===== config.mk =====
export PLATFORM = sky130hd
export DESIGN_NAME = multi_channel_task_watchdog_core
export DESIGN_NICKNAME = d
export VERILOG_FILES = /design/src/sv/mctw_pkg.sv /design/src/sv/mctw_mem.sv /design/src/sv/mctw_ctrl.sv /design/src/sv/multi_channel_task_watchdog_core.sv
export SDC_FILE = /design/constraint.sdc
export NUM_CORES = 1
export LEC_CHECK = 0
export BUFFER_PORTS_ARGS = -buffer_cell sky130_fd_sc_hd__buf_2
export CORE_MARGIN = 5
export CORE_UTILIZATION = 65
export CTS_BUF_LIST = sky130_fd_sc_hd__clkbuf_16
export DETAILED_ROUTE_END_ITERATION = 6
export PLACE_DENSITY = 0.8
export SYNTH_ARGS = -nofsm -noshare
export SYNTH_HDL_FRONTEND = slang
export SYNTH_SLANG_ARGS = --single-unit

===== constraint.sdc =====
create_clock -name clk_i -period 14.9 [get_ports clk_i]
set_clock_uncertainty 0.05 [all_clocks]
set_input_delay 2.98 -clock clk_i [delete_from_list [all_inputs] [get_ports clk_i]]
set_output_delay 2.98 -clock clk_i [all_outputs]
set_load 0.01 [all_outputs]

===== src/sv/mctw_pkg.sv =====
// ----------------------------------------------------------------------------
// mctw_pkg
// Shared types and codes for the multi-channel task watchdog core.
// ----------------------------------------------------------------------------
`default_nettype none

package mctw_pkg;

  typedef enum logic [2:0] {
    K_REGISTER   = 3'd0,
    K_ENABLE     = 3'd1,
    K_DISABLE    = 3'd2,
    K_SET_PERIOD = 3'd3,
    K_FEED       = 3'd4,
    K_CHECK      = 3'd5,
    K_TICK       = 3'd6
  } kind_e;

  typedef enum logic [1:0] {
    ST_OK     = 2'd0,
    ST_BAD_ID = 2'd1,
    ST_FULL   = 2'd2
  } status_e;

  typedef enum logic {
    S_IDLE = 1'b0,
    S_SCAN = 1'b1
  } ctrl_state_e;

  // Commands from the controller to the channel memories.
  typedef struct packed {
    logic rd_en;
    logic wr_period;
    logic wr_fed;
  } mem_cmd_t;

  // One finished result word from the controller.
  typedef struct packed {
    logic       valid;
    status_e    status;
    logic [3:0] assigned_id;
    logic       timed_out;
    logic       pet_hardware;
    logic       tripped;
  } res_t;

endpackage

`default_nettype wire


===== src/sv/mctw_mem.sv =====
// ----------------------------------------------------------------------------
// mctw_mem
// Channel period and last-fed memories, one write port and one registered
// read port each, sharing a single address.
// ----------------------------------------------------------------------------
`default_nettype none

module mctw_mem #(
  parameter int unsigned CHANNELS = 16,
  parameter int unsigned IDX_W    = 4
) (
  input  wire                     clk_i,
  input  wire mctw_pkg::mem_cmd_t cmd_i,
  input  wire  [IDX_W-1:0]        addr_i,
  input  wire  [31:0]             per_wdata_i,
  input  wire  [31:0]             fed_wdata_i,
  output logic [31:0]             per_rdata_o,
  output logic [31:0]             fed_rdata_o
);

  logic [31:0] per_mem [CHANNELS];
  logic [31:0] fed_mem [CHANNELS];

  always_ff @(posedge clk_i) begin
    if (cmd_i.wr_period) begin
      per_mem[addr_i] <= per_wdata_i;
    end
    if (cmd_i.wr_fed) begin
      fed_mem[addr_i] <= fed_wdata_i;
    end
  end

  always_ff @(posedge clk_i) begin
    if (cmd_i.rd_en) begin
      per_rdata_o <= per_mem[addr_i];
      fed_rdata_o <= fed_mem[addr_i];
    end
  end

endmodule

`default_nettype wire


===== src/sv/mctw_ctrl.sv =====
// ----------------------------------------------------------------------------
// mctw_ctrl
// Command decode, tick counter, enable bits, trip latch and the check scan
// over the channel memories.
// ----------------------------------------------------------------------------
`default_nettype none

module mctw_ctrl #(
  parameter int unsigned CHANNELS = 16,
  parameter int unsigned IDX_W    = 4,
  parameter int unsigned CNT_W    = 5
) (
  input  wire                     clk_i,
  input  wire                     rst_ni,
  input  wire                     start_i,
  input  wire  [2:0]              kind_i,
  input  wire  [7:0]              channel_i,
  input  wire  [31:0]             period_i,
  output logic                    idle_o,
  output mctw_pkg::res_t          res_o,
  output mctw_pkg::mem_cmd_t      cmd_o,
  output logic [IDX_W-1:0]        addr_o,
  output logic [31:0]             per_wdata_o,
  output logic [31:0]             fed_wdata_o,
  input  wire  [31:0]             per_rdata_i,
  input  wire  [31:0]             fed_rdata_i
);

  mctw_pkg::ctrl_state_e state_q, state_d;

  logic [31:0]         tick_q, tick_d;
  logic [CNT_W-1:0]    used_q, used_d;
  logic [CHANNELS-1:0] en_q, en_d;
  logic                trip_q, trip_d;
  logic [CNT_W-1:0]    scan_q, scan_d;
  logic                pend_q, pend_d;
  logic [IDX_W-1:0]    pend_idx_q, pend_idx_d;
  logic                hit_q, hit_d;

  mctw_pkg::kind_e kind;
  logic            id_ok;
  logic            has_room;
  logic            issue;
  logic            scan_done;
  logic [31:0]     elapsed;
  logic [IDX_W-1:0] chan_idx;

  assign kind      = mctw_pkg::kind_e'(kind_i);
  assign id_ok     = {1'b0, channel_i} < 9'(CHANNELS);
  assign has_room  = used_q < CNT_W'(CHANNELS);
  assign chan_idx  = channel_i[IDX_W-1:0];
  assign issue     = scan_q != used_q;
  assign scan_done = !issue && !pend_q;
  assign elapsed   = tick_q - fed_rdata_i;

  // Next state.
  always_comb begin
    state_d = state_q;
    case (state_q)
      mctw_pkg::S_IDLE: begin
        if (start_i && kind == mctw_pkg::K_CHECK && used_q != '0) begin
          state_d = mctw_pkg::S_SCAN;
        end
      end
      mctw_pkg::S_SCAN: begin
        if (scan_done) begin
          state_d = mctw_pkg::S_IDLE;
        end
      end
      default: state_d = mctw_pkg::S_IDLE;
    endcase
  end

  // Outputs and datapath updates.
  always_comb begin
    tick_d      = tick_q;
    used_d      = used_q;
    en_d        = en_q;
    trip_d      = trip_q;
    scan_d      = scan_q;
    pend_d      = 1'b0;
    pend_idx_d  = pend_idx_q;
    hit_d       = hit_q;
    idle_o      = 1'b0;
    cmd_o       = '0;
    addr_o      = chan_idx;
    per_wdata_o = period_i;
    fed_wdata_o = tick_q;
    res_o       = '0;
    res_o.status = mctw_pkg::ST_OK;

    case (state_q)
      mctw_pkg::S_IDLE: begin
        idle_o = 1'b1;
        if (start_i) begin
          res_o.valid = 1'b1;
          case (kind)
            mctw_pkg::K_REGISTER: begin
              if (has_room) begin
                addr_o            = used_q[IDX_W-1:0];
                cmd_o.wr_period   = 1'b1;
                cmd_o.wr_fed      = 1'b1;
                en_d[used_q[IDX_W-1:0]] = 1'b0;
                used_d            = used_q + 1'b1;
                res_o.assigned_id = 4'(used_q);
              end else begin
                res_o.status = mctw_pkg::ST_FULL;
              end
            end
            mctw_pkg::K_ENABLE: begin
              if (id_ok) begin
                cmd_o.wr_fed   = 1'b1;
                en_d[chan_idx] = 1'b1;
              end else begin
                res_o.status = mctw_pkg::ST_BAD_ID;
              end
            end
            mctw_pkg::K_DISABLE: begin
              if (id_ok) begin
                en_d[chan_idx] = 1'b0;
              end else begin
                res_o.status = mctw_pkg::ST_BAD_ID;
              end
            end
            mctw_pkg::K_SET_PERIOD: begin
              if (id_ok) begin
                cmd_o.wr_period = 1'b1;
              end else begin
                res_o.status = mctw_pkg::ST_BAD_ID;
              end
            end
            mctw_pkg::K_FEED: begin
              if (id_ok) begin
                cmd_o.wr_fed = 1'b1;
              end else begin
                res_o.status = mctw_pkg::ST_BAD_ID;
              end
            end
            mctw_pkg::K_CHECK: begin
              if (used_q == '0) begin
                // Nothing registered: the check passes at once.
                res_o.pet_hardware = 1'b1;
              end else begin
                res_o.valid = 1'b0;
                scan_d      = '0;
                hit_d       = 1'b0;
              end
            end
            mctw_pkg::K_TICK: begin
              tick_d = tick_q + 32'd1;
            end
            default: ;
          endcase
        end
        res_o.tripped = trip_q;
      end
      mctw_pkg::S_SCAN: begin
        // Reads are issued one slot a cycle; each compare uses the data
        // returned in the cycle after its read.
        addr_o    = scan_q[IDX_W-1:0];
        cmd_o.rd_en = issue;
        if (issue) begin
          scan_d     = scan_q + 1'b1;
          pend_d     = 1'b1;
          pend_idx_d = scan_q[IDX_W-1:0];
        end
        if (pend_q && en_q[pend_idx_q] && (elapsed > per_rdata_i)) begin
          hit_d = 1'b1;
        end
        if (scan_done) begin
          res_o.valid        = 1'b1;
          res_o.timed_out    = hit_q;
          res_o.pet_hardware = !hit_q;
          trip_d             = trip_q | hit_q;
        end
        res_o.tripped = trip_q | (scan_done & hit_q);
      end
      default: ;
    endcase
  end

  always_ff @(posedge clk_i or negedge rst_ni) begin
    if (!rst_ni) begin
      state_q <= mctw_pkg::S_IDLE;
      tick_q  <= '0;
      used_q  <= '0;
      en_q    <= '0;
      trip_q  <= 1'b0;
      scan_q  <= '0;
      pend_q  <= 1'b0;
      hit_q   <= 1'b0;
    end else begin
      state_q <= state_d;
      tick_q  <= tick_d;
      used_q  <= used_d;
      en_q    <= en_d;
      trip_q  <= trip_d;
      scan_q  <= scan_d;
      pend_q  <= pend_d;
      hit_q   <= hit_d;
    end
  end

  always_ff @(posedge clk_i) begin
    pend_idx_q <= pend_idx_d;
  end

`ifndef NO_ASSERTIONS
  a_trip_sticky: assert property (@(posedge clk_i) disable iff (!rst_ni)
    trip_q |=> trip_q)
    else $error("trip latch cleared without reset");

  a_used_bound: assert property (@(posedge clk_i) disable iff (!rst_ni)
    used_q <= CNT_W'(CHANNELS))
    else $error("registered channel count above table size");

  a_scan_bound: assert property (@(posedge clk_i) disable iff (!rst_ni)
    state_q == mctw_pkg::S_SCAN |-> scan_q <= used_q)
    else $error("scan pointer ran past registered channels");

  a_start_idle: assert property (@(posedge clk_i) disable iff (!rst_ni)
    start_i |-> state_q == mctw_pkg::S_IDLE)
    else $error("word started while a check is in progress");

  a_check_excl: assert property (@(posedge clk_i) disable iff (!rst_ni)
    res_o.valid |-> !(res_o.timed_out && res_o.pet_hardware))
    else $error("check reported both timeout and pet");
`endif

endmodule

`default_nettype wire


===== src/sv/multi_channel_task_watchdog_core.sv =====
// ----------------------------------------------------------------------------
// multi_channel_task_watchdog_core
// Software task watchdog: channel table in memory, check scan, output stage.
// ----------------------------------------------------------------------------
// Register, enable, disable, set period, feed, tick and unused words give their
//   result through the output register in the cycle after acceptance; one can be
//   taken every cycle while the output word is free or leaving. A check reads one
//   memory slot per registered channel, waits for the read data, does the final
//   compare and then gives its result; with no channel registered it needs no scan; no word is taken meanwhile.
// Reset clears tick, count, enable bits and trip latch; the memories are not cleared.
`default_nettype none

module multi_channel_task_watchdog_core #(
  parameter int unsigned CHANNELS = 16
) (
  input  wire         clk_i,
  input  wire         rst_ni,
  input  wire         in_valid_i,
  output logic        in_ready_o,
  input  wire  [2:0]  kind_i,
  input  wire  [7:0]  channel_i,
  input  wire  [31:0] period_i,
  output logic        out_valid_o,
  input  wire         out_ready_i,
  output logic [1:0]  status_o,
  output logic [3:0]  assigned_id_o,
  output logic        timed_out_o,
  output logic        pet_hardware_o,
  output logic        tripped_o
);

  localparam int unsigned IdxW = (CHANNELS > 1) ? $clog2(CHANNELS) : 1;
  localparam int unsigned CntW = $clog2(CHANNELS + 1);

  logic               start;
  logic               ctrl_idle;
  mctw_pkg::res_t     res;
  mctw_pkg::mem_cmd_t cmd;
  logic [IdxW-1:0]    mem_addr;
  logic [31:0]        per_wdata;
  logic [31:0]        fed_wdata;
  logic [31:0]        per_rdata;
  logic [31:0]        fed_rdata;

  logic       out_valid_q, out_valid_d;
  logic [1:0] status_q;
  logic [3:0] assigned_q;
  logic       timed_out_q;
  logic       pet_q;
  logic       tripped_q;

  // A new word is taken only when the output word is free or leaving now.
  assign in_ready_o = ctrl_idle && (!out_valid_q || out_ready_i);
  assign start      = in_valid_i && in_ready_o;

  mctw_ctrl #(
    .CHANNELS (CHANNELS),
    .IDX_W    (IdxW),
    .CNT_W    (CntW)
  ) u_ctrl (
    .clk_i       (clk_i),
    .rst_ni      (rst_ni),
    .start_i     (start),
    .kind_i      (kind_i),
    .channel_i   (channel_i),
    .period_i    (period_i),
    .idle_o      (ctrl_idle),
    .res_o       (res),
    .cmd_o       (cmd),
    .addr_o      (mem_addr),
    .per_wdata_o (per_wdata),
    .fed_wdata_o (fed_wdata),
    .per_rdata_i (per_rdata),
    .fed_rdata_i (fed_rdata)
  );

  mctw_mem #(
    .CHANNELS (CHANNELS),
    .IDX_W    (IdxW)
  ) u_mem (
    .clk_i       (clk_i),
    .cmd_i       (cmd),
    .addr_i      (mem_addr),
    .per_wdata_i (per_wdata),
    .fed_wdata_i (fed_wdata),
    .per_rdata_o (per_rdata),
    .fed_rdata_o (fed_rdata)
  );

  always_comb begin
    out_valid_d = out_valid_q;
    if (res.valid) begin
      out_valid_d = 1'b1;
    end else if (out_ready_i) begin
      out_valid_d = 1'b0;
    end
  end

  always_ff @(posedge clk_i or negedge rst_ni) begin
    if (!rst_ni) begin
      out_valid_q <= 1'b0;
    end else begin
      out_valid_q <= out_valid_d;
    end
  end

  always_ff @(posedge clk_i) begin
    if (res.valid) begin
      status_q    <= res.status;
      assigned_q  <= res.assigned_id;
      timed_out_q <= res.timed_out;
      pet_q       <= res.pet_hardware;
      tripped_q   <= res.tripped;
    end
  end

  assign out_valid_o    = out_valid_q;
  assign status_o       = status_q;
  assign assigned_id_o  = assigned_q;
  assign timed_out_o    = timed_out_q;
  assign pet_hardware_o = pet_q;
  assign tripped_o      = tripped_q;

endmodule

`default_nettype wire

# After elaboration in Yosys (flattened, before gate mapping)
# Memories as Yosys holds them, arrays and structs flattened. A register that Yosys moved wholly into a read port is not among the register bits.
# Cells that the tools add are included.
[totals]
output_inout_bits = 11
mem_count = 2
regBits = 76
elab_cells = 143
mem_bits_rw = 1024
inputBits = 47
[op_classes]
n_mux = 57
add_sub_neg = 4
n_lt_le_gt_ge = 8
eq_ne = 15
n_reduce_logical = 30
bitwise_logic = 12
[mem_list]
columns = ["memory", "depth", "width", "rd", "rd_ports_with_merged_regs", "write_ports", "line", "text"]
rows = [
  ["u_mem.fed_mem", 16, 32, 1, 1, 1, "mctw_mem.sv:22", "logic [31:0] fed_mem [CHANNELS];"],
  ["u_mem.per_mem", 16, 32, 1, 1, 1, "mctw_mem.sv:21", "logic [31:0] per_mem [CHANNELS];"],
]
[ops]
columns = ["operator", "n"]
rows = [
  ["$mux 16", 3],
  ["$pmux 16 s3", 1],
  ["$add 32x1->32 const B", 1],
  ["$and 16x16->16", 2],
  ["$gt 32x32->1", 1],
  ["$not 16->16", 2],
  ["$sub 32x32->32", 1],
  ["$mux 1", 27],
  ["$mux 4", 5],
  ["$mux 5", 4],
  ["$or 16x16->16", 1],
  ["$lt 4x5->1 const B", 3],
  ["$reduce_and 4->1", 3],
  ["$add 5x1->5 const B", 2],
  ["$ne 2x1->1 const B", 5],
  ["$pmux 1 s2", 5],
  ["$pmux 5 s2", 1],
  ["$eq 3x3->1 const B", 3],
  ["$logic_and 1x1->1", 9],
  ["$demux 1 s4", 2],
  ["$ge 4x1->1 const B", 2],
  ["$lt 8x5->1 const B", 1],
  ["$mux 2", 4],
  ["$pmux 2 s2", 2],
  ["other kinds (23)", 36],
]

# Depth between registers and ports, before layout
[logic_depth]
depth_word = 8
ltp_mapped = 19
mapped_depth_nobuf = 19

# Modules after synthesis
# Synthesis repeated with hierarchy kept, for this count alone.
[hier_totals]
hier_cells = 2449
hier_area_um2 = 47022.6
[modules_own_cells]
columns = ["mod", "seq_area_each_um2", "instances", "cells_each", "area_per_inst_um2"]
rows = [
  ["mctw_mem", 32671.3, 1, 1675, 40355.0],
  ["mctw_ctrl", 1671.6, 1, 760, 6339.8],
  ["multi_channel_task_watchdog_core", 295.3, 1, 14, 327.8],
]

# Worst setup path after synthesis
# No wires, ideal clock.
[synth_timing]
path_type = "input to register"
startpoint = "in kind_i[1]"
endpoint = "mem u_mem.per_mem[10][0] (enable)"
slack_ps = 8159
stages = 9
path_buffers = 3
arrival_ps = 6270
required_ps = 14429
setup_time_ps = 421
path_cell_list = "buf_2 or3_4 nor4_4 a211oi_1 nor2_1 clkbuf_1 buf_2 nand2_1 nor2_1"
[synth_between]
elab_chain_cells = 6
word_cells_on_any_way = 10
cone_classes = "1 x eq/ne; 8 x mux; 1 x reduce/logical"
[synth_lines]
columns = ["element", "line", "text"]
rows = [
  ["start, declared", "multi_channel_task_watchdog_core.sv:20", "input wire [2:0] kind_i,"],
  ["$eq 3x2->1 / $logic_not 3->1 (equally long branches)", "mctw_ctrl.sv:97", "case (kind)"],
  ["$pmux 1 s2", "mctw_ctrl.sv:97", ""],
  ["$mux 2", "mctw_ctrl.sv:95", "if (start_i) begin"],
  ["$mux 2", "mctw_ctrl.sv:92", "case (state_q)"],
  ["$mux 1", "mctw_mem.sv:25", "if (cmd_i.wr_period) begin"],
  ["$mux 1 (implied by the code)", "mctw_mem.sv:26", "per_mem[addr_i] <= per_wdata_i;"],
  ["end, declared", "mctw_mem.sv:21", ""],
]
# Parallel ways exist; a longest one is shown, timed or not.

# Worst setup path in the final report
[layout_timing]
startpoint = "in kind_i[0]"
endpoint = "reg u_mem.per_rdata_o[18] (read register of u_mem.per_mem), data pin"
[layout_between]
elab_chain_cells = 4
[layout_lines]
columns = ["element", "line", "text"]
rows = [
  ["$logic_not 3->1", "mctw_ctrl.sv:97", ""],
  ["$mux 4", "mctw_ctrl.sv:97", ""],
  ["$mux 4", "mctw_ctrl.sv:95", ""],
  ["$pmux 4 s2", "mctw_ctrl.sv:92", ""],
  ["end, declared", "mctw_mem.sv:17", "output logic [31:0] per_rdata_o,"],
]
# Every way passes these cells.
# A chain may end at the register's enable or synchronous reset.

==> impl_summary.txt <==
----------------------------------------------------
[Run status]
  Outcome ... finished clean

[Placement]
  Buffers on Ports ... 57
  RD Place Congestion ... 0.908
  HPWL reported at the end of detailed placement ... approximately 60 mm
  Pre-CTS setup slack ... a little over 7000 ps

[Pwr]
  Power density cells ... between 150 and 200 nW/um2
  Largest voltage drop on the vdd net ... about 340 uV
  Leakage power ... about 19 nW

[Drt]
  Number of design rule violations left after detail routing ... 0
  Remaining number of nets flagged by the antenna check after routing ... 0
  Detailed router's first-iteration violation count ... between 3000 and 4000
  Pre-Repair DR Iteration Count ... 6
  Sum of routed wire length over all layers ... about 110 mm
  Ratio of routed vias to standard cells ... approximately 7.0
  WL/cell ... ~32 um
  Via count ... 24981

[Final layout]
  Most frequent standard cell in the layout excluding fill and tap cells ... sky130_fd_sc_hd__edfxtp_1
  Number of nets in the layout ... about 2700
  Multi-input logic area ... 11600 um2
  Sequential cell area ... 34600 um2
  Most frequent cells in the layout ... 1101 x sky130_fd_sc_hd__edfxtp_1, 261 x sky130_fd_sc_hd__mux4_2, 137 x sky130_fd_sc_hd__a22oi_1
  Area Overhead vs Synth ... 11.0%
  Number of fill cells ... roughly 4100
  Share of layout cells above drive strength 1 ... roughly 21%

[STA]
  Hold Vio Cnt, Final ... 0
  Worst max-slew margin expressed relative to the limit ... approximately a tenth
  Tmin final ... 6990 ps
  Unrepaired setup endpoints after global routing ... no
  Worst Hold Slack ... between 400 and 500 ps
  Final max-slew violation count ... 0
  Fin crit share ... 46.9%
  Setup violations, final ... 0
  Setup TNS ... 0 ps
  Slew at the pin with the worst max-slew slack ... between 1000 and 1500 ps
  Setup slack of the critical path after layout ... roughly 7900 ps
  Maximum clock frequency ... 143 MHz

[Yosys]
  Portion of the post-synthesis area used by sequential elements ... between 70 and 80%
  Area of the mapped netlist ... 46800 um2
  Number of synthesized flops with an enable pin ... ~1100
  Most used flip-flop cell after synthesis ... sky130_fd_sc_hd__edfxtp_1
  Synthesis warning total ... 0
  Async SR Flop Fraction ... under 10%
  Number of cells produced by synthesis ... approximately 2400
  Synthesized area per cell ... roughly 19 um2
  Total of flip-flops plus latches after synthesis ... between 1000 and 1500
  Yosys cell types ... 59
  Nets in the synthesized netlist ... between 2000 and 3000

[Clocking]
  Insertion delay to the later sink of the worst-skew pair ... roughly 670 ps
  Post-cts sizing count ... 0
  Maximum buffer depth of the clock tree ... 3
  Number of buffers added to fix hold violations after cts ... 0
  Postcts setup bufs ... 0
  Cts bufs inserted ... roughly 110
  CTS tree ... yes
  Clock Pin Slew Worst Setup and Hold Paths ... 60 ps
  Count of clock tree sinks ... 1164
  Clk Tree Root Cell ... sky130_fd_sc_hd__clkbuf_16
  H-tree lvl count ... 3

[Worst setup path]
  Cell-by-cell listing of the critical path ... buf_2 > nor3_1 > a41oi_1 > a211oi_1 > or2_4 > buf_4 > buf_4 > mux4_2 > a22oi_1 > nand2_1
  Path type of the worst setup path ... in -> reg
  Number of buffer and inverter stages on the critical path ... 3
  Required time of the worst setup path ... between 15000 and 20000 ps
  Slowest library cell on the worst path ... sky130_fd_sc_hd__buf_4
  Nature of the critical path startpoint ... primary input
  Cell type with the highest occurrence count on the critical path ... sky130_fd_sc_hd__buf_4
  CP max FO ... 55
  Endpoint type of the worst setup path ... register
  Cell family contributing the most delay on the critical path ... buffers and inverters
  Longest individual stage delay on the worst path ... about 900 ps
  Worst Path Arrival ... between 7000 and 8000 ps

[Die]
  Cell Rows ... 98
  Effective utilization at floorplan ... between 60% and 70%
  Die Outline Area ... about 77000 um2
  I/O Pins ... 58
  Core Area ... slightly above 70000 um2
  Die boundary width ... about 280 um
  Die Span Y ... 278 um

[Global route]
  Initial antenna violation count ... 5
  Tot GR Track Use ... 29.5%
  Vias in the first global route ... between 20000 and 30000
  Global-route wire length before repair ... 168 mm
  Total overflow reported by the global router ... 0
  Largest net degree at the start of global routing ... ~190

[Job]
  Max-cap violations ... 0

[Min path]
  Classification of the worst-slack hold path ... reg -> reg

----------------------------------------------------
-- cells by family (layout without fill, tap and decap cells) --
group / Yosys count / count (layout) / share of synthesized area [%]
fa+ha+maj: 70 / 70 / 1.89
simple gates: 362 / 362 / 3.66
buf+inv: 190 / 394 / 1.83
mux: 267 / 267 / 12.7
other cells: 0 / 2 / 0
xor+xnor: 67 / 67 / 1.26
flops: 1164 / 1164 / 74.1
compound gates: 315 / 315 / 4.58
-- metal layers --
layer,GRT usage (%),up-vias,wire length (um)
li1,-,10148,-
met1,38.9,12989,41100
met2,49.5,1553,58300
met3,5.75,287,10300
met4,12.0,4,4950
met5,0,-,27
-- path summary, 6_finish.rpt --
path                       cells after the start  slack [ps]                               from                                 end
max in group asynchronous                      2       11630                             rst_ni  u_ctrl.fed_wdata_o[22]$_DFFE_PN0P_
setup reg to reg                              18        8470  u_ctrl.fed_wdata_o[0]$_DFFE_PN0P_            u_ctrl.hit_q$_DFFE_PN0P_
hold / removal                                 1         430          u_ctrl.trip_q$_DFFE_PN0P_           u_ctrl.trip_q$_DFFE_PN0P_
setup / recovery                              10        7910                          kind_i[0]     u_mem.per_rdata_o[18]$_DFFE_PP_
hold reg to reg                                1         430          u_ctrl.trip_q$_DFFE_PN0P_           u_ctrl.trip_q$_DFFE_PN0P_
min in group asynchronous                      2        2500                             rst_ni          u_ctrl.en_q[6]$_DFFE_PN0P_
-- sequential cells by signal, indices dropped and copies added, names as in the netlist, 2 cells and up --
| signal | flops |
|---|---|
| status_o | 2 |
| u_ctrl.pend_idx_q | 4 |
| u_ctrl.en_q | 16 |
| u_ctrl.used_q | 5 |
| assigned_id_o | 4 |
| u_ctrl.scan_q | 5 |
| u_ctrl.fed_wdata_o | 32 |
| u_mem.fed_mem | 512 |
| u_mem.per_rdata_o | 32 |
| u_mem.per_mem | 512 |
| u_mem.fed_rdata_o | 32 |
-- layout make-up --
type	count	share of cell area, %
multi-input combinational	1081	22.3
clock inverter	94	1.54
sequential	1164	66.8
tap	950	2.29
timing repair buffer	105	1.29
antenna	2	0.00965
clock buffer	108	5.21
inverter	87	0.629
-- through the flow --
stage               instance area, um2  std cells  util (%)  power [W]
finish                           51900       3591      72.7    0.00940
global route                     51900       3591      72.7    0.00978
CTS                              51900       3589      72.7    0.00941
detailed placement               48400       3387      67.8    0.00666
global placement                 48400       3387      67.8    0.00659
floorplan                        46800       2435         -    0.00592
-- Yosys cell counts (all sizes together) (6+ instances only) --
library cell / count / area (um2)
a211oi: 6 / 45.0
a21o: 19 / 143
a21oi: 38 / 190
a22oi: 137 / 1030
a31oi: 16 / 100
and2: 8 / 50.1
and3: 17 / 106
and4: 6 / 52.6
buf: 66 / 390
clkbuf: 37 / 140
dfrtp: 63 / 1580
edfxtp: 1101 / 33100
ha: 69 / 863
inv: 87 / 327
mux4: 261 / 5880
nand2: 120 / 450
nand2b: 6 / 37.5
nand3: 26 / 130
nand4: 21 / 131
nor2: 96 / 360
nor2b: 8 / 50.1
nor3: 25 / 125
o21a: 8 / 60.1
o21ai: 54 / 270
o21bai: 6 / 45.0
or2: 7 / 43.8
xnor2: 38 / 333
xor2: 29 / 254
-- power by group --
group          switching [W]  internal [W]  total [W]
logic                0.00166       0.00110    0.00276
clock network        0.00118       0.00153    0.00271
registers           0.000128       0.00380    0.00393
total                0.00297       0.00643    0.00940
-- worst reg2reg max path, stage by stage (launching register included) --
cell and delay [ps]:
sky130_fd_sc_hd__dfrtp_1 630, sky130_fd_sc_hd__inv_1 220, sky130_fd_sc_hd__ha_1 190, sky130_fd_sc_hd__inv_1 50
sky130_fd_sc_hd__fa_1 430, sky130_fd_sc_hd__a211oi_1 350, sky130_fd_sc_hd__nor2_1 120, sky130_fd_sc_hd__o311ai_0 660
sky130_fd_sc_hd__nand4_1 340, sky130_fd_sc_hd__a31o_2 330, sky130_fd_sc_hd__a21oi_1 190, sky130_fd_sc_hd__xnor2_1 180
sky130_fd_sc_hd__ha_1 300, sky130_fd_sc_hd__a21o_1 170, sky130_fd_sc_hd__a21oi_1 160, sky130_fd_sc_hd__o211ai_1 130
sky130_fd_sc_hd__or4_1 520, sky130_fd_sc_hd__a2111oi_1 1020, sky130_fd_sc_hd__o32ai_1 240
Power figures use the tool's default switching activity.
